===== config.mk =====
export PLATFORM = sky130hd
export DESIGN_NAME = sbrc_div
export DESIGN_NICKNAME = d
export VERILOG_FILES = /design/src/rtl/core/sbrc_pkg.sv /design/src/rtl/core/sbrc_div.sv
export SDC_FILE = /design/constraint.sdc
export NUM_CORES = 2
export LEC_CHECK = 0
export ABC_AREA = 0
export BUFFER_PORTS_ARGS = -buffer_cell sky130_fd_sc_hd__buf_2
export CELL_PAD_IN_SITES_DETAIL_PLACEMENT = 0
export CELL_PAD_IN_SITES_GLOBAL_PLACEMENT = 1
export CORE_MARGIN = 4
export CORE_UTILIZATION = 50
export DETAILED_ROUTE_END_ITERATION = 12
export GPL_TIMING_DRIVEN = 0
export PLACE_DENSITY = 0.87
export SKIP_CTS_REPAIR_TIMING = 1
export SYNTH_ARGS = -nofsm -noshare
export SYNTH_HDL_FRONTEND = slang
export SYNTH_SLANG_ARGS = --single-unit
export TNS_END_PERCENT = 10

===== constraint.sdc =====
create_clock -name clk -period 6.1 [get_ports clk]
set_input_delay 0.61 -clock clk [delete_from_list [all_inputs] [get_ports clk]]
set_output_delay 0.61 -clock clk [all_outputs]
set_load 0.02 [all_outputs]

===== src/rtl/core/sbrc_pkg.sv =====
// Shared widths, constants and payload types of the stereo barrel remap block.
package sbrc_pkg;

  // Field and fraction widths.
  localparam int COORD_BITS = 12;
  localparam int FRAC_BITS  = 16;
  localparam int REG_W      = 13;
  localparam int CFG_AW     = 1;
  localparam int FILL_W     = 8;

  // Derived datapath widths.
  localparam int XCW = (COORD_BITS > REG_W) ? COORD_BITS : REG_W;
  localparam int DW  = XCW + 1;
  localparam int SQW = 2 * DW - 2;
  localparam int R2W = SQW + 1;
  localparam int MW  = 2 * REG_W + 1;
  localparam int QB  = FRAC_BITS + 3;
  localparam int QW  = QB;
  localparam int XW  = ((R2W - 1) > MW) ? (R2W - 1) : MW;
  localparam int Q2W = FRAC_BITS + 5;
  localparam int SW  = QW;
  localparam int PRW = DW + SW + 1;
  localparam int PBW = REG_W + FRAC_BITS + 1;
  localparam int PW  = ((PRW > PBW) ? PRW : PBW) + 1;
  localparam int NXW = PW - FRAC_BITS;

  // Fixed-point constants.
  localparam longint unsigned FX_HALF_I = 64'd1 << (FRAC_BITS - 1);
  localparam longint unsigned FX_C22_I  = ((64'd22 << FRAC_BITS) + 64'd50) / 64'd100;
  localparam longint unsigned FX_C24_I  = ((64'd24 << FRAC_BITS) + 64'd50) / 64'd100;
  localparam logic [QW-1:0]        FX_ONE  = QW'(1) << FRAC_BITS;
  localparam logic [QW-1:0]        FX_QMAX = QW'(4) << FRAC_BITS;
  localparam logic [FRAC_BITS-1:0] FX_C22  = FRAC_BITS'(FX_C22_I);
  localparam logic [FRAC_BITS-1:0] FX_C24  = FRAC_BITS'(FX_C24_I);

  // Fill levels for pixels with no source.
  localparam logic [FILL_W-1:0] FILL_LUMA   = 8'd0;
  localparam logic [FILL_W-1:0] FILL_CHROMA = 8'd128;

  // Register indexes.
  localparam logic [CFG_AW-1:0] CFG_FRAME_WIDTH  = 1'b0;
  localparam logic [CFG_AW-1:0] CFG_FRAME_HEIGHT = 1'b1;

  localparam logic [REG_W-1:0] FRAME_WIDTH_RST  = 13'd1920;
  localparam logic [REG_W-1:0] FRAME_HEIGHT_RST = 13'd1080;

  typedef struct packed {
    logic [COORD_BITS-1:0] dest_x;
    logic [COORD_BITS-1:0] dest_y;
    logic                  is_chroma;
  } sbrc_in_t;

  typedef struct packed {
    logic [COORD_BITS-1:0] src_x;
    logic [COORD_BITS-1:0] src_y;
    logic                  valid_res;
    logic [FILL_W-1:0]     fill_value;
  } sbrc_out_t;

  // Per-pixel geometry that travels alongside the arithmetic.
  typedef struct packed {
    logic             ok;
    logic             chroma;
    logic [REG_W-1:0] xmid;
    logic [REG_W-1:0] ymid;
    logic [REG_W-1:0] start;
    logic [REG_W-1:0] stop;
    logic [REG_W-1:0] hgt;
    logic [DW-1:0]    dx;
    logic [DW-1:0]    dy;
  } sbrc_side_t;

endpackage


===== src/rtl/core/sbrc_div.sv =====
// Pipelined restoring divider for the normalized squared radius, one quotient bit a stage.
module sbrc_div (
  input  logic                     clk,
  input  logic                     rst_n,
  input  logic                     adv,
  input  logic                     in_vld,
  input  sbrc_pkg::sbrc_side_t     in_side,
  input  logic [sbrc_pkg::R2W-1:0] in_r2,
  input  logic [sbrc_pkg::MW-1:0]  in_m4,
  output logic                     out_vld,
  output sbrc_pkg::sbrc_side_t     out_side,
  output logic [sbrc_pkg::QW-1:0]  out_q
);
  import sbrc_pkg::*;

  logic [XW-1:0]   init_c;
  logic            zero_c, sat_c;

  logic            vld_r  [0:QB];
  sbrc_side_t      side_r [0:QB];
  logic [MW-1:0]   rem_r  [0:QB];
  logic [QB-1:0]   quo_r  [0:QB];
  logic [QB-1:0]   nlow_r [0:QB];
  logic [MW-1:0]   m4_r   [0:QB];
  logic            sat_r  [0:QB];
  logic            zero_r [0:QB];

  logic [MW:0]     t_c    [0:QB-1];
  logic [MW:0]     diff_c [0:QB-1];
  logic            ge_c   [0:QB-1];

  // Entry: the upper numerator bits decide saturation at four.
  always_comb begin
    init_c = XW'(in_r2[R2W-1:1]);
    zero_c = (in_m4 == '0);
    sat_c  = init_c >= XW'(in_m4);
  end

  // Trial subtraction of each stage.
  always_comb begin
    for (int i = 0; i < QB; i++) begin
      t_c[i]    = {rem_r[i], nlow_r[i][QB-1]};
      diff_c[i] = t_c[i] - {1'b0, m4_r[i]};
      ge_c[i]   = t_c[i] >= {1'b0, m4_r[i]};
    end
  end

  // Valid bits travel with each partial remainder.
  always_ff @(posedge clk) begin
    if (!rst_n) begin
      for (int i = 0; i <= QB; i++) begin
        vld_r[i] <= 1'b0;
      end
    end else if (adv) begin
      vld_r[0] <= in_vld;
      for (int i = 0; i < QB; i++) begin
        vld_r[i+1] <= vld_r[i];
      end
    end
  end

  // Remainder, quotient and operand pipeline.
  always_ff @(posedge clk) begin
    if (adv) begin
      side_r[0] <= in_side;
      rem_r[0]  <= (zero_c || sat_c) ? '0 : init_c[MW-1:0];
      quo_r[0]  <= '0;
      nlow_r[0] <= {in_r2[0], {(QB-1){1'b0}}};
      m4_r[0]   <= in_m4;
      sat_r[0]  <= sat_c;
      zero_r[0] <= zero_c;
      for (int i = 0; i < QB; i++) begin
        side_r[i+1] <= side_r[i];
        rem_r[i+1]  <= ge_c[i] ? diff_c[i][MW-1:0] : t_c[i][MW-1:0];
        quo_r[i+1]  <= {quo_r[i][QB-2:0], ge_c[i]};
        nlow_r[i+1] <= nlow_r[i] << 1;
        m4_r[i+1]   <= m4_r[i];
        sat_r[i+1]  <= sat_r[i];
        zero_r[i+1] <= zero_r[i];
      end
    end
  end

  // A zero divisor gives zero; an oversized quotient clamps at four.
  always_comb begin
    if (zero_r[QB]) begin
      out_q = '0;
    end else if (sat_r[QB] || (quo_r[QB] > FX_QMAX)) begin
      out_q = FX_QMAX;
    end else begin
      out_q = quo_r[QB];
    end
  end

  assign out_vld  = vld_r[QB];
  assign out_side = side_r[QB];

endmodule


After elaboration in Yosys (flattened, before gate mapping) --
Memories as Yosys holds them, arrays and structs flattened. Cells that the tools add are included.
Storage, ports and cells: bits in registers 0, memory bits (writable) 3780, bits of input ports 153, output and inout port bits 115, logic and storage cells 118, memories 8
Cells by class: $add $sub $neg 19, $lt $le $gt $ge 21, mux-type cells 47, bitwise gates (word level) 20, reduce and logical (&&, ||, !) cells 3
Memories:
- side_r | depth 20, bits a word 95, rd ports 20, clocked after memory_dff 0, wr ports 20, RTL line sbrc_div.sv:20 | sbrc_side_t side_r [0:QB];
- m4_r | depth 20, bits a word 27, rd ports 19, clocked after memory_dff 0, wr ports 20, RTL line sbrc_div.sv:24 | logic [MW-1:0] m4_r [0:QB];
- rem_r | depth 20, bits a word 27, rd ports 19, clocked after memory_dff 0, wr ports 20, RTL line sbrc_div.sv:21 | logic [MW-1:0] rem_r [0:QB];
- quo_r | depth 20, bits a word 19, rd ports 20, clocked after memory_dff 0, wr ports 20, RTL line sbrc_div.sv:22 | logic [QB-1:0] quo_r [0:QB];
- nlow_r | depth 20, bits a word 18, rd ports 19, clocked after memory_dff 0, wr ports 20, RTL line sbrc_div.sv:23 | logic [QB-1:0] nlow_r [0:QB];
- sat_r | depth 20, bits a word 1, rd ports 20, clocked after memory_dff 0, wr ports 20, RTL line sbrc_div.sv:25 | logic sat_r [0:QB];
- +2 memories
Operators by type and width (count):
- $ge A28 B27 Y1 | 19
- $mux W27 | 19
- $sub A27 B27 Y27 | 19
- $mux W19 | 2
- $ge A26 B27 Y1 | 1
- $logic_not A27 Y1 | 1
- $mux W26 | 1
- $mux W1 | 25
- $or A1 B1 Y1 | 20
- $gt A19 B19 Y1 const B | 1
- $logic_or A1 B1 Y1 | 2

Logic depth before layout (Yosys ltp) --
An unclocked memory read counts as a cell.
depth after elaboration 5, depth in mapped cells 15, depth with buffers taken out 14

Worst setup path before layout --
Ideal clock, no wire load.
kind flip-flop to flip-flop, start memory m4_r[1][0] (netlist bit), end memory rem_r[3][18] (netlist bit) (data pin), library setup time 0.260 ns, data arrival time 3.317 ns, required time 5.840 ns, setup slack 2.523 ns, stages on the path, launching flop included 12, path buffers 1, period minus slack after synthesis 3.577 ns, cells stage by stage edfxtp_1 > inv_1 > fa_1 > a21o_1 > a21o_1 > a221oi_2 > o21ai_0 > a21oi_1 > a31oi_1 > o41ai_4 > buf_2 > mux2_2
RTL lines (RTL line):
- from (decl) | sbrc_div.sv:24
- to (decl) | sbrc_div.sv:21

==> metrics <==
Synth area leaders=edfxtp_1 75%, ha_1 5.3%, a21oi_1 2.1%; ys flop type=edfxtp_1; post-synthesis sequential area ratio=0.745; Unique masters post-synth=78; post-route setup TNS=0 ns; nets@finish=approximately 9,600; peak supply drop=0.294 mV; worst hold endpoint=rem_r[0][23]; Slew Limit Fails=0; fin crit share=0.903; HP Class=in2reg; Port Buffers=267; switching share of power=0.299; initial antenna violation count=9; Clock Latency Late Sink=0.94 ns; Synth warnings=0; Max Freq=0.182 GHz; row cnt=between 150 and 200; Clock Root Buffer=clkbuf_16; reg-to-reg startpoint=m4_r[8][27]; GPL Wtd Cong=approximately 0.97; area of the multi-input gates=0.0289 mm²; final setup fails=0; Layout Area Growth over Synthesis=13.9%; layout cell share with drive strength beyond 1=0.118; WL/cell=roughly 19 µm; P_leak=around 0.055 µW; Chip Width=just over 500 µm; die area=between 0.2 and 0.3 mm²; Final Skew=between 0.08 and 0.09 ns; RSZ-0062 raised after global routing=no; Core Area=between 0.2 and 0.3 mm²; run status=finished clean; hold path depth=2; Vias/cell=between 5 and 6; GRT overflow=0; Comb power frac=0.280; critical path fanouts, max=10; antenna viol nets, final=0; commonest non-fill, non-tap cell in the layout=edfxtp_1; Final Cell Area=0.146 mm²; PwrDens=roughly 460 mW/mm²; Power Internal=47,200 µW; Initial DRC Count=approximately 4,000; Clock power frac=0.283; Post-Syn Area per Cell=approximately 16 µm²; r2r worst-path depth=14; Worst EP required=roughly 5.5 ns; Synth top area share=0.745; htree depth=5; minimum clock period=about 5.5 ns; Synth Register Bits=3,176; worst hold start=in_r2[24]; Die H=about 510 µm; most frequent cells in the layout=3,175 x edfxtp_1, 662 x inv_1, 541 x a21oi_1; DP HPWL=156,000 µm; Post-Syn Area=approximately 0.13 mm²; first-pass GRT wire length=about 360,000 µm; Boundary Pins=268; DR pass1 iterations=6; sequential share of power=0.437; syn nets=between 8,000 and 9,000; Setup CP Type=reg2out; CTS Buffer Depth=4; CP Launch Type=flip-flop; WP data arrival=~5 ns; max_slew headroom=0.104; max cap viols=0; residual DRC count=0; Synth Instances=~8,000; CTS tree=done; CTS sink count=approximately 3,200; Seq. cell area=approximately 0.095 mm²; detailed-route via count=65,200; FILL cells=roughly 19,000; reg2reg setup slack=between 1 and 1.5 ns; Clk pin slew, worst setup/hold paths=0.06 ns; final WL=between 200,000 and 250,000 µm; EDFF count, synth=around 3,200; CTS Buf Count=approximately 330; Slew @ Worst Pin=~1.3 ns; async set-reset flop share out of synthesis=0; R2R Path End=rem_r[18][7]; P_sw=20,200 µW; crit end category=output pin; placed cell areas=~0.13 mm²; initial core utilization=0.503; largest net degree at the start of global routing=198; final hold violations=0; area leader, netlist=edfxtp_1; All-Layer GR Usage=0.172; number of global-route vias before repair=roughly 68,000
-- state kept, by name, indices dropped and copies added, names as in the netlist --
name	flops
vld_r	20
nlow_r	1
rem_r	512
sat_r	20
zero_r	20
quo_r	190
side_r	1900
m4_r	513
-- per-layer routing --
layer / vias to the layer above / GRT usage / wire length (µm)
met4: 0 / 0.0888 / 12200
met5: - / 0 / 0
met2: 1344 / 0.332 / 127000
li1: 31800 / - / -
met3: 613 / 0.0284 / 8040
met1: 31400 / 0.177 / 84000
-- kinds of logic (layout without fill, tap and decap cells) --
logic type | count (synthesis) | count (layout) | synth area share
other | 0 | 2 | 0
buffers and inverters | 874 | 1880 | 0.0288
AO/OA/AOI/OAI | 1591 | 1591 | 0.0778
multiplexers | 189 | 189 | 0.0166
flip-flops | 3176 | 3176 | 0.745
XOR/XNOR | 417 | 417 | 0.0285
adder cells (fa/ha/maj) | 556 | 556 | 0.0554
AND/OR/NAND/NOR | 1283 | 1283 | 0.0476
-- how the worst max path moves through the flow --
stage	endpoint	cells after the start	from	slack, ns
2_1_floorplan	rem_r[3][18]	11	m4_r[1][0]	2.52
3_3_place_gp	side_r[4][341]	1	adv	-43.71
3_5_place_dp	vld_r[2][0]	6	adv	0.97
4_1_cts	out_q[12]	7	quo_r[19][1]	0.50
5_1_grt	out_q[12]	7	quo_r[19][1]	0.40
6_report	out_q[12]	7	quo_r[19][1]	0.59
-- cell usage after synthesis, types with 19 or more instances --
library cell     n
ha_1           538
and2_1          70
nor3_1          70
buf_4           97
nand2b_1        72
and3_1          59
o21bai_1        93
edfxtp_1      3175
nand4_1         66
a211oi_1        37
nor2b_1         48
nor2_1         376
mux2_2         176
a21o_1         258
xor2_1         173
nand2_1        342
inv_1          662
o211ai_1        23
buf_2           23
o31ai_1         36
a21oi_1        541
nor4_1          19
o21ai_0        324
a31oi_1         41
nand3_1         95
xnor2_1        244
or3_1           24
o21a_1          64
clkbuf_1        79
-- through the flow --
step	setup WS, ns	power (µW)	std cells	utilization	hold WS [ns]
4_1_cts	0.504	68000	12300	0.567	-0.266
3_5_place_dp	0.969	48500	11700	0.527	0.405
2_1_floorplan	2.52	43000	8086	-	0.400
3_3_place_gp	-43.71	50200	11700	0.525	0.400
6_report	0.594	67400	12500	0.573	0.0878
5_1_grt	0.396	71300	12500	0.573	0.0404
-- worst max-delay path, cell delays in order, from the launching register on --
cell and delay [ns]:
edfxtp_1 0.55, nor4_1 0.52, nand3_1 0.31, or4_1 0.67
a211oi_2 0.92, clkbuf_1 0.44, and2_1 0.34, buf_2 0.22
-- layout make-up --
class,instances,area share
antenna,2,0.0000343
timing repair buffer,432,0.0226
clock buffer,397,0.0596
multi-input combinational,4036,0.198
tap,3366,0.0289
inverter,662,0.0171
clock inverter,177,0.0108
sequential,3176,0.654
buffer,212,0.00821
-- power groups by stage --
stage / logic [µW] / clock network [µW] / registers, µW
finish: 18800 / 19100 / 29500
detailed placement: 18600 / 0 / 29900
global placement: 18400 / 0 / 31800
CTS: 18800 / 19700 / 29500
floorplan: 13700 / 0 / 29300
global route: 20900 / 20700 / 29800
(Power assumes the default switching activity.)
