$ cat config.mk
export PLATFORM = sky130hd
export DESIGN_NAME = sbrc_geom
export DESIGN_NICKNAME = d
export VERILOG_FILES = /design/src/rtl/core/sbrc_pkg.sv /design/src/rtl/core/sbrc_geom.sv
export SDC_FILE = /design/constraint.sdc
export NUM_CORES = 2
export LEC_CHECK = 0
export BUFFER_PORTS_ARGS = -buffer_cell sky130_fd_sc_hd__buf_4
export CORE_UTILIZATION = 57
export CTS_CLUSTER_SIZE = 20
export DETAILED_ROUTE_END_ITERATION = 10
export GPL_ROUTABILITY_DRIVEN = 0
export PLACE_DENSITY = 0.78
export SLEW_MARGIN = 40
export SYNTH_ARGS = -nofsm -noshare
export SYNTH_HDL_FRONTEND = slang
export SYNTH_SLANG_ARGS = --single-unit
$ cat constraint.sdc
create_clock -name clk -period 6.3 [get_ports clk]
set_input_delay 1.26 -clock clk [delete_from_list [all_inputs] [get_ports clk]]
set_output_delay 1.26 -clock clk [all_outputs]
set_load 0.05 [all_outputs]
$ cat src/rtl/core/sbrc_pkg.sv
// Shared widths, constants and payload types of the stereo barrel remap block.
package sbrc_pkg;

  // Field and fraction widths.
  localparam int COORD_BITS = 12;
  localparam int FRAC_BITS  = 16;
  localparam int REG_W      = 13;
  localparam int CFG_AW     = 1;
  localparam int FILL_W     = 8;

  // Derived datapath widths.
  localparam int XCW = (COORD_BITS > REG_W) ? COORD_BITS : REG_W;
  localparam int DW  = XCW + 1;
  localparam int SQW = 2 * DW - 2;
  localparam int R2W = SQW + 1;
  localparam int MW  = 2 * REG_W + 1;
  localparam int QB  = FRAC_BITS + 3;
  localparam int QW  = QB;
  localparam int XW  = ((R2W - 1) > MW) ? (R2W - 1) : MW;
  localparam int Q2W = FRAC_BITS + 5;
  localparam int SW  = QW;
  localparam int PRW = DW + SW + 1;
  localparam int PBW = REG_W + FRAC_BITS + 1;
  localparam int PW  = ((PRW > PBW) ? PRW : PBW) + 1;
  localparam int NXW = PW - FRAC_BITS;

  // Fixed-point constants.
  localparam longint unsigned FX_HALF_I = 64'd1 << (FRAC_BITS - 1);
  localparam longint unsigned FX_C22_I  = ((64'd22 << FRAC_BITS) + 64'd50) / 64'd100;
  localparam longint unsigned FX_C24_I  = ((64'd24 << FRAC_BITS) + 64'd50) / 64'd100;
  localparam logic [QW-1:0]        FX_ONE  = QW'(1) << FRAC_BITS;
  localparam logic [QW-1:0]        FX_QMAX = QW'(4) << FRAC_BITS;
  localparam logic [FRAC_BITS-1:0] FX_C22  = FRAC_BITS'(FX_C22_I);
  localparam logic [FRAC_BITS-1:0] FX_C24  = FRAC_BITS'(FX_C24_I);

  // Fill levels for pixels with no source.
  localparam logic [FILL_W-1:0] FILL_LUMA   = 8'd0;
  localparam logic [FILL_W-1:0] FILL_CHROMA = 8'd128;

  // Register indexes.
  localparam logic [CFG_AW-1:0] CFG_FRAME_WIDTH  = 1'b0;
  localparam logic [CFG_AW-1:0] CFG_FRAME_HEIGHT = 1'b1;

  localparam logic [REG_W-1:0] FRAME_WIDTH_RST  = 13'd1920;
  localparam logic [REG_W-1:0] FRAME_HEIGHT_RST = 13'd1080;

  typedef struct packed {
    logic [COORD_BITS-1:0] dest_x;
    logic [COORD_BITS-1:0] dest_y;
    logic                  is_chroma;
  } sbrc_in_t;

  typedef struct packed {
    logic [COORD_BITS-1:0] src_x;
    logic [COORD_BITS-1:0] src_y;
    logic                  valid_res;
    logic [FILL_W-1:0]     fill_value;
  } sbrc_out_t;

  // Per-pixel geometry that travels alongside the arithmetic.
  typedef struct packed {
    logic             ok;
    logic             chroma;
    logic [REG_W-1:0] xmid;
    logic [REG_W-1:0] ymid;
    logic [REG_W-1:0] start;
    logic [REG_W-1:0] stop;
    logic [REG_W-1:0] hgt;
    logic [DW-1:0]    dx;
    logic [DW-1:0]    dy;
  } sbrc_side_t;

endpackage

$ cat src/rtl/core/sbrc_geom.sv
// Front end: plane size, eye half, center, offsets, squared radius and diagonal.
module sbrc_geom (
  input  logic                      clk,
  input  logic                      rst_n,
  input  logic                      adv,
  input  logic                      in_vld,
  input  sbrc_pkg::sbrc_in_t        in_data,
  input  logic [sbrc_pkg::REG_W-1:0] frame_w,
  input  logic [sbrc_pkg::REG_W-1:0] frame_h,
  output logic                      out_vld,
  output sbrc_pkg::sbrc_side_t      out_side,
  output logic [sbrc_pkg::R2W-1:0]  out_r2,
  output logic [sbrc_pkg::MW-1:0]   out_m4
);
  import sbrc_pkg::*;

  logic [REG_W-1:0]   w_c, h_c, half_c;
  logic [REG_W+1:0]   w3_c;
  logic [XCW-1:0]     x_e, y_e, w_e, h_e, half_e;
  logic               left_c;
  sbrc_side_t         s1_side_nxt;
  sbrc_side_t         s2_side_nxt;

  logic               s1_vld_r;
  sbrc_side_t         s1_side_r;
  logic [COORD_BITS-1:0] s1_x_r, s1_y_r;

  logic               s2_vld_r;
  sbrc_side_t         s2_side_r;
  logic [REG_W-1:0]   s2_span_r;

  logic signed [2*DW-1:0] dxx_c, dyy_c;
  logic [2*REG_W-1:0] ss_c, yy_c;

  logic               s3_vld_r;
  sbrc_side_t         s3_side_r;
  logic [SQW-1:0]     s3_dxx_r, s3_dyy_r;
  logic [2*REG_W-1:0] s3_ss_r, s3_yy_r;

  logic               s4_vld_r;
  sbrc_side_t         s4_side_r;
  logic [R2W-1:0]     s4_r2_r;
  logic [MW-1:0]      s4_m4_r;

  // Stage 1: plane size, eye half and its center.
  always_comb begin
    w_c    = in_data.is_chroma ? (frame_w >> 1) : frame_w;
    h_c    = in_data.is_chroma ? (frame_h >> 1) : frame_h;
    half_c = w_c >> 1;
    w3_c   = {2'b00, w_c} + {1'b0, w_c, 1'b0};
    x_e    = XCW'(in_data.dest_x);
    y_e    = XCW'(in_data.dest_y);
    w_e    = XCW'(w_c);
    h_e    = XCW'(h_c);
    half_e = XCW'(half_c);
    left_c = x_e < half_e;
    s1_side_nxt.ok     = (x_e < w_e) && (y_e < h_e);
    s1_side_nxt.chroma = in_data.is_chroma;
    s1_side_nxt.xmid   = left_c ? (w_c >> 2) : w3_c[REG_W+1:2];
    s1_side_nxt.ymid   = h_c >> 1;
    s1_side_nxt.start  = left_c ? '0 : half_c;
    s1_side_nxt.stop   = left_c ? half_c : w_c;
    s1_side_nxt.hgt    = h_c;
    s1_side_nxt.dx     = '0;
    s1_side_nxt.dy     = '0;
  end

  // Stage 2 geometry: signed offsets from the center.
  always_comb begin
    s2_side_nxt    = s1_side_r;
    s2_side_nxt.dx = $signed(DW'(s1_x_r)) - $signed(DW'(s1_side_r.xmid));
    s2_side_nxt.dy = $signed(DW'(s1_y_r)) - $signed(DW'(s1_side_r.ymid));
  end

  // Valid bits of the four stages.
  always_ff @(posedge clk) begin
    if (!rst_n) begin
      s1_vld_r <= 1'b0;
      s2_vld_r <= 1'b0;
      s3_vld_r <= 1'b0;
      s4_vld_r <= 1'b0;
    end else if (adv) begin
      s1_vld_r <= in_vld;
      s2_vld_r <= s1_vld_r;
      s3_vld_r <= s2_vld_r;
      s4_vld_r <= s3_vld_r;
    end
  end

  // Stage 3 products.
  always_comb begin
    dxx_c = $signed(s2_side_r.dx) * $signed(s2_side_r.dx);
    dyy_c = $signed(s2_side_r.dy) * $signed(s2_side_r.dy);
    ss_c  = s2_span_r * s2_span_r;
    yy_c  = s2_side_r.ymid * s2_side_r.ymid;
  end

  // Payload of the four stages.
  always_ff @(posedge clk) begin
    if (adv) begin
      s1_side_r <= s1_side_nxt;
      s1_x_r    <= in_data.dest_x;
      s1_y_r    <= in_data.dest_y;

      // Stage 2: signed offsets from the center and the half width.
      s2_side_r    <= s2_side_nxt;
      s2_span_r    <= s1_side_r.stop - s1_side_r.start;

      s3_side_r <= s2_side_r;
      s3_dxx_r  <= dxx_c[SQW-1:0];
      s3_dyy_r  <= dyy_c[SQW-1:0];
      s3_ss_r   <= ss_c;
      s3_yy_r   <= yy_c;

      // Stage 4: squared radius and four times the squared half-diagonal.
      s4_side_r <= s3_side_r;
      s4_r2_r   <= R2W'(s3_dxx_r) + R2W'(s3_dyy_r);
      s4_m4_r   <= MW'(s3_ss_r) + MW'({s3_yy_r, 2'b00});
    end
  end

  assign out_vld  = s4_vld_r;
  assign out_side = s4_side_r;
  assign out_r2   = s4_r2_r;
  assign out_m4   = s4_m4_r;

endmodule

== After elaboration in Yosys (flattened, before gate mapping) ==
Cells that the tools add are included.

* $add $sub $neg: 6
* Reductions and logical operators: 1
* Muxes and demuxes: 4
* Magnitude comparators: 3
* Multipliers: 4

{| class="wikitable"
|+ Operators with widths
! kind !! count
|-
| 26-bit by 26-bit adder with 27-bit output || 2
|-
| 13-bit by 13-bit multiplier with 26-bit output || 2
|-
| 12-bit by 13-bit < comparator with 1-bit output || 2
|-
| 14-bit by 14-bit multiplier with 26-bit output || 1
|-
| 13-bit 2-to-1 mux || 2
|-
| 12-bit by 12-bit multiplier with 24-bit output || 1
|-
| 13-bit by 14-bit adder with 15-bit output || 1
|-
| 12-bit by 13-bit subtractor with 14-bit output || 1
|-
| 12-bit by 12-bit subtractor with 13-bit output || 1
|-
| 13-bit subtractor || 1
|-
| 12-bit < comparator || 1
|-
| 12-bit 2-to-1 mux || 1
|-
| 11-bit 2-to-1 mux || 1
|-
| 1-bit logical AND || 1
|}

* Input port bits: 55
* Output and inout bits: 150
* Logic and storage cells: 68
* Bits in registers: 542

== Logic depth before layout (Yosys ltp) ==
* Depth after elaboration: 3
* Depth in mapped cells: 24

== Worst setup path before layout ==
OpenSTA, ideal clock, no wires.

* Path type: register to register
* From: register s2_side_r[18] (netlist name)
* To: register s3_dxx_r[25], data pin
* Stages on the path, launching flop included: 23
* Arrival time: 5.846 ns
* Slack: 0.194 ns
* Buffers on the path: 1
* Path through: edfxtp_1 -> clkbuf_1 -> nand2_1 -> fa_1 -> fa_1 -> inv_1 -> fa_1 -> inv_1 -> fa_1 -> inv_1 -> fa_1 -> inv_1 -> fa_1 -> inv_1 -> ha_1 -> or3_1 -> o21bai_1 -> a21oi_2 -> o221ai_1 -> nor4_2 -> o311ai_1 -> a21oi_1 -> xnor2_1

* Longest elaborated chain between the ends: 1

{| class="wikitable"
|+ RTL lines
! what !! RTL line !! text
|-
| start, declared || sbrc_geom.sv:29 || <nowiki>sbrc_side_t s2_side_r;</nowiki>
|-
| start signal, assigned || sbrc_geom.sv:106 || <nowiki>s2_side_r <= s2_side_nxt;</nowiki>
|-
| 14-bit by 14-bit multiplier with 26-bit output || sbrc_geom.sv:92 || <nowiki>dxx_c = $signed(s2_side_r.dx) * $signed(s2_side_r.dx);</nowiki>
|-
| named net dxx_c[25] || sbrc_geom.sv:32 || <nowiki>logic signed [2*DW-1:0] dxx_c, dyy_c;</nowiki>
|-
| end signal, assigned || sbrc_geom.sv:110 || <nowiki>s3_dxx_r <= dxx_c[SQW-1:0];</nowiki>
|-
| end, declared || sbrc_geom.sv:37 || <nowiki>logic [SQW-1:0] s3_dxx_r, s3_dyy_r;</nowiki>
|}

The timed path passes the listed nets, and every way through them passes these cells.
A chain may end at the register's enable or synchronous reset.

== Worst setup path in the final report ==
* From: register s2_side_r[17] (netlist name)
* To: register s3_dxx_r[25], data pin

The elaborated chain is that of the path after synthesis.

==> flow_metrics.env <==
export IMPL_vias=25700
export IMPL_outcome="completed"
export IMPL_syn_instance_count=3559
export IMPL_cts_sinks=478
export IMPL_rows=97
export IMPL_start_util_pct=57.5
export IMPL_fillCellCount=5202
export IMPL_finalHoldViolations=0
export IMPL_final_common_cell="inv_1"
export IMPL_area_growth_pct=12.7
export IMPL_worstSetupPathType="reg -> reg"
export IMPL_finalClockSkew_ns=0.0211
export IMPL_fin_nets=4774
export IMPL_final_cell_mix="inv_1, fa_1, edfxtp_1"
export IMPL_pre_cts_ws_ns=0.123
export IMPL_busiest_layer="met2"
export IMPL_yosysUniqueCellTypes=74
export IMPL_synth_sequential_area_ratio_pct=35.5
export IMPL_wl_per_cell_um=16.7
export IMPL_met3_usage_pct=3.06
export IMPL_final_core_util_pct=64.8
export IMPL_core_area_um2=70000
export IMPL_die_h_um=268
export IMPL_synth_warnings=0
export IMPL_remaining_drc_errors=0
export IMPL_min_path_type="reg -> reg"
export IMPL_syn_area_per_cell_um2=11.3
export IMPL_async_reset_ff_share_pct=0
export IMPL_seqCellArea_um2=14300
export IMPL_viasPerCell=5.33
export IMPL_dr_pass1_iters=5
export IMPL_maxCapViolCount=0
export IMPL_slew_violations=0
export IMPL_startpoint_type="flop"
export IMPL_ant_nets=0
export IMPL_drive_gt1_share_pct=12.2
export IMPL_cts_hold_buf=0
export IMPL_fmax_ghz=0.162
export IMPL_port_buffer_count=201
export IMPL_ios=205
export IMPL_endpoint_kind="flop"
export IMPL_grtUsageMet1_pct=30.0
export IMPL_place_area_um2=43200
export IMPL_ys_seq_elements=478
export IMPL_grt_start_max_net_pins=147
export IMPL_cp_max_fo=5
export IMPL_grt_pass1_wl_um=130000
export IMPL_syn_area_um2=40300
export IMPL_grtUsageMet2_pct=39.5
export IMPL_diodes=0
export IMPL_clock_path_buffers=3
export IMPL_hpwlAfterDp_um=63500
export IMPL_crit_arrival_ns=6.53
export IMPL_rsz0062_at_grt="true"
export IMPL_clk_pin_slew_ns=0.07
export IMPL_dieArea_um2=71700
export IMPL_grt_pass1_vias=26500
export IMPL_ys_flop_type="edfxtp_1"
export IMPL_synth_edf_count=474
export IMPL_clk_insertion_delay_late_ns=0.62
export IMPL_final_area_um2=45400
export IMPL_grt_antenna_before_repair=0
export IMPL_fin_crit_sh_pct=97.9
export IMPL_tightest_slew_ns=0.868
export IMPL_fin_ws_ns=0.129
export IMPL_htree_levels=2
export IMPL_die_w_um=268
export IMPL_grt_total_usage_pct=23.0
export IMPL_clockRootBuffer="clkbuf_16"
export IMPL_dr_first_iter_drc_count=1671
export IMPL_cts_tree="built"
export IMPL_setup_viol=0
export IMPL_wl_um=80500
export IMPL_overflow=0
export IMPL_cts_buffers=50
export IMPL_slew_headroom_pct=42.1
export IMPL_multi_input_area_um2=22800
export IMPL_required_ns=6.66
export IMPL_layout_min_cycle_time_ns=6.17
## cell type report
type	instances	area share, %
Multi-Input combinational cell	2201	50.3
Sequential cell	478	31.5
Inverter	799	6.61
Timing Repair Buffer	311	5.30
Clock buffer	58	2.82
Tap cell	940	2.59
Clock inverter	33	0.822
## metrics by stage
| step | TNS (ns) | cells | hold WS [ns] |
|---|---|---|---|
| 3_5_place_dp | 0 | 4701 | 0.405 |
| 6_report | 0 | 4820 | 0.411 |
| 4_1_cts | 0 | 4792 | 0.417 |
| 2_1_floorplan | 0 | 3561 | 0.400 |
| 3_3_place_gp | 0 | 4701 | 0.400 |
| 5_1_grt | -0.293 | 4820 | 0.420 |
## cells in the mapped netlist, types with 7 or more instances
cell / count / area share (%)
inv_1: 798 / 7.4
fa_1: 488 / 24
edfxtp_1: 474 / 35
ha_1: 390 / 12
nand2_1: 244 / 2.3
nor2_1: 176 / 1.6
xnor2_1: 142 / 3.1
a21oi_1: 123 / 1.5
and2_1: 115 / 1.8
clkbuf_1: 61 / 0.57
o21ai_0: 53 / 0.66
xor2_1: 50 / 1.1
nor2b_1: 45 / 0.70
nor3_1: 34 / 0.42
a21o_1: 31 / 0.58
mux2i_1: 29 / 0.72
nand3_1: 29 / 0.36
o21ai_1: 20 / 0.25
a211oi_1: 19 / 0.35
o21a_1: 19 / 0.35
o21bai_1: 18 / 0.34
buf_4: 17 / 0.32
nand2b_1: 15 / 0.23
or3_1: 13 / 0.20
a21boi_0: 10 / 0.19
and3_1: 9 / 0.14
o31ai_1: 9 / 0.17
or2_2: 8 / 0.12
o2111ai_1: 7 / 0.15
## final timing paths
| kind | slack, ns | from | to | depth (start not counted) |
|---|---|---|---|---|
| setup / recovery | 0.13 | s2_side_r[17]$_DFFE_PP_ | s3_dxx_r[25]$_DFFE_PP_ | 23 |
| hold / removal | 0.41 | s3_side_r[47]$_DFFE_PP_ | out_side[47]$_DFFE_PP_ | 0 |
| setup reg to reg | 0.13 | s2_side_r[17]$_DFFE_PP_ | s3_dxx_r[25]$_DFFE_PP_ | 23 |
| hold reg to reg | 0.41 | s3_side_r[47]$_DFFE_PP_ | out_side[47]$_DFFE_PP_ | 0 |
## logic make-up (layout without fill, tap and decap cells)
family | Yosys count | in the layout | synth area share, %
AOI/OAI and AO/OA | 386 | 386 | 6.32
adders and majority gates | 878 | 878 | 36.4
xor gates and xnor gates | 192 | 192 | 4.18
DFF | 478 | 478 | 35.5
buffers and inverters | 882 | 1201 | 8.40
muxes | 35 | 35 | 0.898
and+or+nand+nor | 707 | 707 | 8.27
other | 1 | 3 | 0.00931
## per-layer routing
metal	vias up	share of wire, %
met5	-	0
met4	0	3.6
met3	171	5.1
met2	711	49
met1	12700	42
li1	12000	-
## registers in the layout (all words and copies together) (netlist names), 25 cells and up
register / count
out_side: 79
s2_side_r: 79
s3_side_r: 79
s1_side_r: 52
out_r2: 27
out_m4: 26
s3_ss_r: 25
## timing repair
action | 4_1_cts | 5_1_grt
resized for setup | 0 | 61
setup endpoints to repair | 0 | 7
setup buffers | 0 | 28
## worst max-delay path, cell delays in order, from the launching register on
cell	delay, ns
edfxtp_1	0.50
buf_6	0.18
nor2b_1	0.21
xnor2_1	0.21
ha_1	0.32
fa_1	0.55
inv_1	0.06
fa_1	0.53
inv_1	0.05
fa_1	0.47
fa_1	0.54
inv_1	0.06
fa_1	0.55
inv_1	0.08
ha_4	0.25
a21o_1	0.18
a21oi_2	0.14
nand2b_4	0.15
o221ai_2	0.12
nor4_2	0.25
buf_4	0.17
o311ai_2	0.11
a21oi_1	0.18
xnor2_1	0.07
Power is not shown: default switching activity piles up to over one toggle a cycle in this logic, so the estimate is an artifact.
