[src/rtl/core/sbrc_pkg.sv]
// Shared widths, constants and payload types of the stereo barrel remap block.
package sbrc_pkg;

  // Field and fraction widths.
  localparam int COORD_BITS = 12;
  localparam int FRAC_BITS  = 16;
  localparam int REG_W      = 13;
  localparam int CFG_AW     = 1;
  localparam int FILL_W     = 8;

  // Derived datapath widths.
  localparam int XCW = (COORD_BITS > REG_W) ? COORD_BITS : REG_W;
  localparam int DW  = XCW + 1;
  localparam int SQW = 2 * DW - 2;
  localparam int R2W = SQW + 1;
  localparam int MW  = 2 * REG_W + 1;
  localparam int QB  = FRAC_BITS + 3;
  localparam int QW  = QB;
  localparam int XW  = ((R2W - 1) > MW) ? (R2W - 1) : MW;
  localparam int Q2W = FRAC_BITS + 5;
  localparam int SW  = QW;
  localparam int PRW = DW + SW + 1;
  localparam int PBW = REG_W + FRAC_BITS + 1;
  localparam int PW  = ((PRW > PBW) ? PRW : PBW) + 1;
  localparam int NXW = PW - FRAC_BITS;

  // Fixed-point constants.
  localparam longint unsigned FX_HALF_I = 64'd1 << (FRAC_BITS - 1);
  localparam longint unsigned FX_C22_I  = ((64'd22 << FRAC_BITS) + 64'd50) / 64'd100;
  localparam longint unsigned FX_C24_I  = ((64'd24 << FRAC_BITS) + 64'd50) / 64'd100;
  localparam logic [QW-1:0]        FX_ONE  = QW'(1) << FRAC_BITS;
  localparam logic [QW-1:0]        FX_QMAX = QW'(4) << FRAC_BITS;
  localparam logic [FRAC_BITS-1:0] FX_C22  = FRAC_BITS'(FX_C22_I);
  localparam logic [FRAC_BITS-1:0] FX_C24  = FRAC_BITS'(FX_C24_I);

  // Fill levels for pixels with no source.
  localparam logic [FILL_W-1:0] FILL_LUMA   = 8'd0;
  localparam logic [FILL_W-1:0] FILL_CHROMA = 8'd128;

  // Register indexes.
  localparam logic [CFG_AW-1:0] CFG_FRAME_WIDTH  = 1'b0;
  localparam logic [CFG_AW-1:0] CFG_FRAME_HEIGHT = 1'b1;

  localparam logic [REG_W-1:0] FRAME_WIDTH_RST  = 13'd1920;
  localparam logic [REG_W-1:0] FRAME_HEIGHT_RST = 13'd1080;

  typedef struct packed {
    logic [COORD_BITS-1:0] dest_x;
    logic [COORD_BITS-1:0] dest_y;
    logic                  is_chroma;
  } sbrc_in_t;

  typedef struct packed {
    logic [COORD_BITS-1:0] src_x;
    logic [COORD_BITS-1:0] src_y;
    logic                  valid_res;
    logic [FILL_W-1:0]     fill_value;
  } sbrc_out_t;

  // Per-pixel geometry that travels alongside the arithmetic.
  typedef struct packed {
    logic             ok;
    logic             chroma;
    logic [REG_W-1:0] xmid;
    logic [REG_W-1:0] ymid;
    logic [REG_W-1:0] start;
    logic [REG_W-1:0] stop;
    logic [REG_W-1:0] hgt;
    logic [DW-1:0]    dx;
    logic [DW-1:0]    dy;
  } sbrc_side_t;

endpackage

[src/rtl/core/sbrc_scale.sv]
// Back end: polynomial scale, scaled source coordinates, rounding and range checks.
module sbrc_scale (
  input  logic                    clk,
  input  logic                    rst_n,
  input  logic                    adv,
  input  logic                    in_vld,
  input  sbrc_pkg::sbrc_side_t    in_side,
  input  logic [sbrc_pkg::QW-1:0] in_q,
  output logic                    out_vld,
  output sbrc_pkg::sbrc_out_t     out_res
);
  import sbrc_pkg::*;

  localparam int P22W = FRAC_BITS + QW;
  localparam int P24W = FRAC_BITS + Q2W;

  logic            a_vld_r, b_vld_r, c_vld_r, d_vld_r, e_vld_r, f_vld_r;
  sbrc_side_t      a_side_r, b_side_r, c_side_r, d_side_r, e_side_r, f_side_r;

  logic [2*QW-1:0] a_qq_r;
  logic [P22W-1:0] a_p22_r;

  logic [2*QW-1:0] qqh_c;
  logic [P22W-1:0] p22h_c;
  logic [Q2W-1:0]  b_q2_r;
  logic [QW-1:0]   b_t22_r;

  logic [P24W-1:0] c_p24_r;
  logic [QW-1:0]   c_t22_r;

  logic [P24W-1:0] p24h_c;
  logic [SW-1:0]   d_s_r;

  logic signed [PRW-1:0] prx_c, pry_c;
  logic signed [PRW-1:0] e_prx_r, e_pry_r;

  logic [PW-1:0]   basex_c, basey_c;
  logic signed [PW-1:0] sumx_c, sumy_c;
  logic [NXW-1:0]  f_nx_r, f_ny_r;
  logic            f_negx_r, f_negy_r;

  logic            ok_c;

  // Valid bits of the six stages.
  always_ff @(posedge clk) begin
    if (!rst_n) begin
      a_vld_r <= 1'b0;
      b_vld_r <= 1'b0;
      c_vld_r <= 1'b0;
      d_vld_r <= 1'b0;
      e_vld_r <= 1'b0;
      f_vld_r <= 1'b0;
    end else if (adv) begin
      a_vld_r <= in_vld;
      b_vld_r <= a_vld_r;
      c_vld_r <= b_vld_r;
      d_vld_r <= c_vld_r;
      e_vld_r <= d_vld_r;
      f_vld_r <= e_vld_r;
    end
  end

  // Rounding adds and the scaled products.
  always_comb begin
    qqh_c   = a_qq_r + (2*QW)'(FX_HALF_I);
    p22h_c  = a_p22_r + P22W'(FX_HALF_I);
    p24h_c  = c_p24_r + P24W'(FX_HALF_I);
    prx_c   = $signed(d_side_r.dx) * $signed({1'b0, d_s_r});
    pry_c   = $signed(d_side_r.dy) * $signed({1'b0, d_s_r});
    // The centre has no fraction bits, so the rounding half is simply ORed in.
    basex_c = (PW'(e_side_r.xmid) << FRAC_BITS) | PW'(FX_HALF_I);
    basey_c = (PW'(e_side_r.ymid) << FRAC_BITS) | PW'(FX_HALF_I);
    sumx_c  = $signed({{(PW-PRW){e_prx_r[PRW-1]}}, e_prx_r}) + $signed(basex_c);
    sumy_c  = $signed({{(PW-PRW){e_pry_r[PRW-1]}}, e_pry_r}) + $signed(basey_c);
  end

  // Datapath stages.
  always_ff @(posedge clk) begin
    if (adv) begin
      // Stage A: q squared and the linear term.
      a_side_r <= in_side;
      a_qq_r   <= in_q * in_q;
      a_p22_r  <= FX_C22 * in_q;

      // Stage B: round both to the fraction grid.
      b_side_r <= a_side_r;
      b_q2_r   <= qqh_c[FRAC_BITS +: Q2W];
      b_t22_r  <= p22h_c[FRAC_BITS +: QW];

      // Stage C: quadratic term.
      c_side_r <= b_side_r;
      c_p24_r  <= FX_C24 * b_q2_r;
      c_t22_r  <= b_t22_r;

      // Stage D: the scale factor.
      d_side_r <= c_side_r;
      d_s_r    <= FX_ONE + c_t22_r + p24h_c[FRAC_BITS +: QW];

      // Stage E: scaled offsets.
      e_side_r <= d_side_r;
      e_prx_r  <= prx_c;
      e_pry_r  <= pry_c;

      // Stage F: rounded source position; a sum below one half means the point folded negative.
      f_side_r <= e_side_r;
      f_nx_r   <= sumx_c[PW-1:FRAC_BITS];
      f_ny_r   <= sumy_c[PW-1:FRAC_BITS];
      f_negx_r <= sumx_c < $signed(PW'(FX_HALF_I));
      f_negy_r <= sumy_c < $signed(PW'(FX_HALF_I));
    end
  end

  // The source must stay in the pixel's own half and fit the coordinate field.
  always_comb begin
    ok_c = f_side_r.ok && !f_negx_r && !f_negy_r
        && (f_nx_r >= NXW'(f_side_r.start))
        && (f_nx_r <  NXW'(f_side_r.stop))
        && (f_ny_r <  NXW'(f_side_r.hgt))
        && (f_nx_r <= NXW'({COORD_BITS{1'b1}}))
        && (f_ny_r <= NXW'({COORD_BITS{1'b1}}));
    out_res.src_x      = ok_c ? f_nx_r[COORD_BITS-1:0] : '0;
    out_res.src_y      = ok_c ? f_ny_r[COORD_BITS-1:0] : '0;
    out_res.valid_res  = ok_c;
    out_res.fill_value = f_side_r.chroma ? FILL_CHROMA : FILL_LUMA;
  end

  assign out_vld = f_vld_r;

endmodule

[config.mk]
export PLATFORM = sky130hd
export DESIGN_NAME = sbrc_scale
export DESIGN_NICKNAME = d
export VERILOG_FILES = /design/src/rtl/core/sbrc_pkg.sv /design/src/rtl/core/sbrc_scale.sv
export SDC_FILE = /design/constraint.sdc
export NUM_CORES = 2
export LEC_CHECK = 0
export BUFFER_PORTS_ARGS = -buffer_cell sky130_fd_sc_hd__clkbuf_2
export CORE_ASPECT_RATIO = 1.4
export CORE_MARGIN = 5
export CORE_UTILIZATION = 60
export CTS_BUF_LIST = sky130_fd_sc_hd__clkbuf_8
export DETAILED_ROUTE_END_ITERATION = 6
export PLACE_DENSITY = 0.77
export REMOVE_ABC_BUFFERS = 1
export SLEW_MARGIN = 10
export SYNTH_ARGS = -nofsm -noshare
export SYNTH_HDL_FRONTEND = slang
export SYNTH_SLANG_ARGS = --single-unit
[constraint.sdc]
create_clock -name clk -period 6.5 [get_ports clk]
set_clock_uncertainty 0.15 [all_clocks]
set_input_delay 0.325 -clock clk [delete_from_list [all_inputs] [get_ports clk]]
set_output_delay 0.325 -clock clk [all_outputs]
set_load 0.01 [all_outputs]
---- Yosys cells after proc, flatten, opt, wreduce, memory -nomap -nowiden ----
Index checks and enable logic that the tools add are counted.
Widths: inputs -> output; s select.
storage, ports and cells
  flip-flop bits (word level) ............. 784
  bits in latches ......................... 0
  bits in writable memories ............... 0
  bits in read-only memories .............. 0
  input port bits ......................... 118
  output and inout bits ................... 34
  logic and storage cells ................. 98
  memories kept ........................... 0
cells by class
  $add $sub $neg .......................... 7
  multiply operators ...................... 5
  div/mod/pow operators ................... 0
  order comparisons ....................... 7
  equality and inequality tests ........... 0
  shift-type cells ........................ 0
  multiplexer cells ....................... 3
  bitwise logic cells ..................... 0
  reductions and logical operators ........ 9
operators by type and width
  kind                    number
  $add 34x30->35          2
  $lt 35x17->1 const B    2
  $mul 14x20->34          2
  $le 19x12->1 const B    2
  $lt 19x13->1            2
  $add 37x16->37 const B  1
  $mul 19x19->37          1
  $add 35x16->35 const B  1
  $mul 14x21->35 const A  1
  $add 33x16->34 const B  1
  $mul 13x19->32 const A  1
  $mux 12                 2
  $add 17x19->19 const A  1
  $add 19x19->19          1
  $ge 19x13->1            1
  $mux 8                  1
  $logic_and 1x1->1       7
  $logic_not 1->1         2

---- Logic depth before layout (Yosys ltp) ----
  word-level depth ........................ 9
  depth in mapped cells ................... 27
  mapped depth without buffers ............ 26

---- Least setup slack after synthesis ----
OpenSTA, ideal clock, no wires.
  path type ............................... in2reg
  start point ............................. input port in_q[3] (netlist bit)
  end point ............................... register a_qq_r[31] (data pin)
  library setup time ...................... 0.266 ns
  arrival time ............................ 6.488 ns
  required time ........................... 6.084 ns
  setup slack ............................. -0.404 ns
  stages on the path ...................... 25
  buffers on the path ..................... 1
  path through ............................ clkbuf_1 -> clkinv_1 -> nor2_1 -> fa_1 -> fa_1 -> inv_1 -> fa_1 -> inv_1 -> fa_1 -> inv_1 -> fa_1 -> inv_1 -> fa_1 -> ha_1 -> a21o_1 -> or3_1 -> o2111ai_1 -> a31o_2 -> a21oi_1 -> o211a_1 -> o21a_1 -> o21a_1 -> nor4_1 -> nor3_1 -> xor2_1
on the way
  cells in the longest elaborated chain, start to end .. 1
ends and longest elaborated chain
  item                    RTL line          source
  start: declaration      sbrc_scale.sv:8   input logic [sbrc_pkg::QW-1:0] in_q,
  $mul 19x19->37          sbrc_scale.sv:82  a_qq_r <= in_q * in_q;
  end signal: assignment  sbrc_scale.sv:82
  end: declaration        sbrc_scale.sv:20  logic [2*QW-1:0] a_qq_r;
Every way passes these cells.
A chain may end at the register's enable or synchronous reset.

---- Worst setup path after layout ----
  start point ............................. register d_side_r[3] (netlist bit)
  end point ............................... register e_pry_r[32] (data pin)
on the way
  cells in the longest elaborated chain, start to end .. 1
ends and longest elaborated chain
  item                      RTL line           source
  start: declaration        sbrc_scale.sv:18   sbrc_side_t a_side_r, b_side_r, c_side_r, d_side_r, e_side_r, f_side_r;
  start signal: assignment  sbrc_scale.sv:96   d_side_r <= c_side_r;
  $mul 14x20->34            sbrc_scale.sv:69   pry_c = $signed(d_side_r.dy) * $signed({1'b0, d_s_r});
  named net pry_c[32]       sbrc_scale.sv:34   logic signed [PRW-1:0] prx_c, pry_c;
  end signal: assignment    sbrc_scale.sv:102  e_pry_r <= pry_c;
  end: declaration          sbrc_scale.sv:35   logic signed [PRW-1:0] e_prx_r, e_pry_r;
The timed path passes the listed nets, and every way through them passes these cells.

==> results by group <==
Status
  • Status: finished, violations left
  • Failing checks: setup timing

Timing
  • RSZ-0062 raised after global routing: true
  • Crit share post-route: 101%
  • Setup TNS: -0.149 ns
  • Max frequency: 0.152 GHz
  • Slew HR: 25.3%
  • Max-slew violations: 0
  • Post-layout minimum cycle time: 6.57 ns
  • Final WS setup: -0.0684 ns
  • Final hold vios: 0
  • Worst slew pin tran: 1.12 ns
  • Setup violators final: 6

Clock tree
  • TritonCTS clock tree: built
  • Clock Sinks: 708
  • CTS max path bufs: 3
  • Worst-path clk slew: 0.08 ns
  • H-Tree Depth: 3
  • CTS Buf Count: 108
  • Worst skew pair latency: 0.80 ns
  • Clock Tree Root: clkbuf_8

Placement
  • GPL Wtd Cong: 0.973
  • PortBufs: 144
  • Hpwl dp: 109000 um

Floorplanning
  • Die W: 280 um
  • Core Area: 101000 sq um
  • Die area: 109000 sq um
  • Die height: 388 um
  • Total I/O pin count: 152
  • Effective utilization at floorplan: 60.5%
  • Row count: 138

Setup path
  • Nature of the critical path endpoint: flip-flop
  • CP Class: flip-flop to flip-flop
  • CP max stage delay: 0.55 ns
  • Critical Path Most Common Cell: fa_1
  • CP bufs+invs: 4
  • Worst path arrival time: 6.99 ns
  • Startpoint types: flip-flop
  • Crit-path max FO: 7
  • Crit path max-delay family: adder cells
  • CP max-delay cell: fa_1
  • Worst EP required: 6.92 ns
  • CP Cell Sequence: buf_6 > and2_4 > fa_1 > inv_2 > fa_1 > inv_1 > fa_1 > fa_1 > fa_1 > fa_1 > ha_4 > nand2_4 > o211ai_1 > a21oi_2 > a211oi_2 > o311ai_4 > a211oi_2 > o21ai_2 > a21oi_2 > a41o_1 > buf_4 > nor2_2 > xnor2_1

Layout
  • Most frequent cells in the layout: inv_1 (1188), fa_1 (824), ha_1 (708)
  • Commonest non-fill, non-tap cell in the layout: inv_1
  • Nets: 7483
  • Ratio of cells with drive above 1 in the final layout: 13.8%
  • Area Overhead vs Synth: 14.3%

Route
  • Drt pass-1 iters: 6
  • Antenna Nets Post-Route: 0
  • DRC violations left: 0
  • Wire length per cell: 18.8 um
  • Vias: 38400
  • Total Routed Length: 136000 um
  • DR vias/cell: 5.31
  • Drt first-iter violations: 1944

Logic synthesis
  • Synth async-reset ratio: 0%
  • Post-synth EDFFs: 702
  • Yosys warning total: 0
  • Synth Register Bits: 708
  • Cell area after synthesis: 61200 sq um
  • Top cell type's share of synthesized area: 34.4%
  • Post-synthesis sequential area ratio: 34.6%
  • Most area-hungry cell type in the Yosys netlist: edfxtp_1
  • Post-Syn Instances: 5188
  • Most used DFF post-synth: edfxtp_1
  • Ranking of synthesized cells by area: edfxtp_1 (34%), fa_1 (27%), ha_1 (15%), inv_1 (7.2%), and2_1 (2.9%)
  • Post-synth cell types: 76
  • Syn_area_per_cell: 11.8 sq um

Global routing
  • Tot GR Track Use: 25.6%
  • Number of global-route vias before repair: 42600
  • GRT Residual Overflow: 0
  • Largest net degree at the start of global routing: 156
  • Initial antenna violation count: 1
  • Global-route wire length before repair: 218000 um

Worst hold path
  • Hold WC Path Type: primary input to flip-flop

Run
  • Max Cap Viol: 0
-- path summary, 6_finish.rpt --
path	start	depth (start not counted)	slack, ns	end
worst max-delay path	d_side_r[3]	23	-0.07	e_pry_r[32]
worst min-delay path	in_side[20]	2	0.10	a_side_r[20]
worst max register to register	d_side_r[3]	23	-0.07	e_pry_r[32]
worst min register to register	b_t22_r[7]	0	0.23	c_t22_r[7]
-- area by class of cell --
class,count,area (sq um)
diodes,2,5.00
clock buffers,109,1500
clock inverters,92,636
fillers,7235,31200
inverters,1181,4430
multi-input cells,3175,35600
flip-flops and latches,708,21200
well taps,1330,1660
repair buffers,638,4970
-- registers in the layout, indices dropped and copies added (netlist names), 13 cells and up --
name,cells
d_s_r,19
e_prx_r,19
b_side_r,95
basex_c,13
c_side_r,95
b_q2_r,21
c_p24_r,20
a_p22_r,18
basey_c,13
e_side_r,41
f_nx_r,19
e_pry_r,19
f_side_r,41
a_side_r,95
c_t22_r,18
d_side_r,95
a_qq_r,22
b_t22_r,18
f_ny_r,19
-- worst register-to-register path, stage by stage, from the launching register on --
cell      delay (ns)
edfxtp_1        0.52
buf_6           0.18
and2_4          0.15
fa_1            0.53
inv_2           0.05
fa_1            0.50
inv_1           0.05
fa_1            0.49
fa_1            0.44
fa_1            0.54
fa_1            0.55
ha_4            0.33
nand2_4         0.06
o211ai_1        0.22
a21oi_2         0.10
a211oi_2        0.26
o311ai_4        0.14
a211oi_2        0.31
o21ai_2         0.11
a21oi_2         0.17
a41o_1          0.26
buf_4           0.14
nor2_2          0.03
xnor2_1         0.12
-- synthesized netlist by cell type (all sizes together) (6+ instances only) --
cell    number
fa         832
o21bai       8
nand3       51
ha         721
inv       1180
nand2b      37
o21ai       53
xor2        52
a211oi      12
nand2      371
a41o         6
nand4       26
clkbuf     119
and3        20
edfxtp     702
a21oi       94
buf         11
a21o        42
dfxtp        6
o21a        30
xnor2      149
or2          6
or3          7
and2       288
o31ai        6
nor2       157
mux2i        6
nor2b       56
nor3        62
-- stage by stage --
| step | cells | cell area (sq um) | util (%) | hold slack (ns) | worst slack (ns) |
|---|---|---|---|---|---|
| final | 7235 | 70000 | 69.2 | 0.102 | -0.0684 |
| after CTS | 7217 | 69600 | 68.8 | 0.00929 | -0.0230 |
| after detailed placement | 6895 | 66100 | 65.3 | 0.255 | -0.586 |
| after global placement | 6895 | 66100 | 65.3 | 0.251 | -0.497 |
| after floorplan | 5064 | 60700 | - | 0.250 | -0.0960 |
| after global routing | 7234 | 70000 | 69.2 | 0.0505 | -0.260 |
-- kinds of logic after synthesis --
| family | synth area share, % |
|---|---|
| flops | 34.6 |
| compound gates | 3.43 |
| simple gates | 8.90 |
| mux | 0.153 |
| fa+ha+maj | 41.9 |
| other cells | 0.00612 |
| buf+inv | 8.09 |
| xor+xnor | 2.87 |
-- per-layer routing --
metal	share of wire (%)	track usage, %	up-vias
met5	0	0	-
met3	3.7	3.23	431
li1	-	-	17700
met4	7.6	15.8	0
met1	34	27.4	19300
met2	54	47.5	1000
-- what timing repair did --
item	CTS	global route
hold buffers	99	0
setup buffers	22	17
resized for setup	50	78
endpoints found under the setup margin	22	28
endpoints found under the hold margin	135	0
gates cloned	0	1
pin swaps	48	36
Power is left out: the tool's default activity adds up to more than one toggle a clock period on the data nets, which glitch-free logic cannot reach.
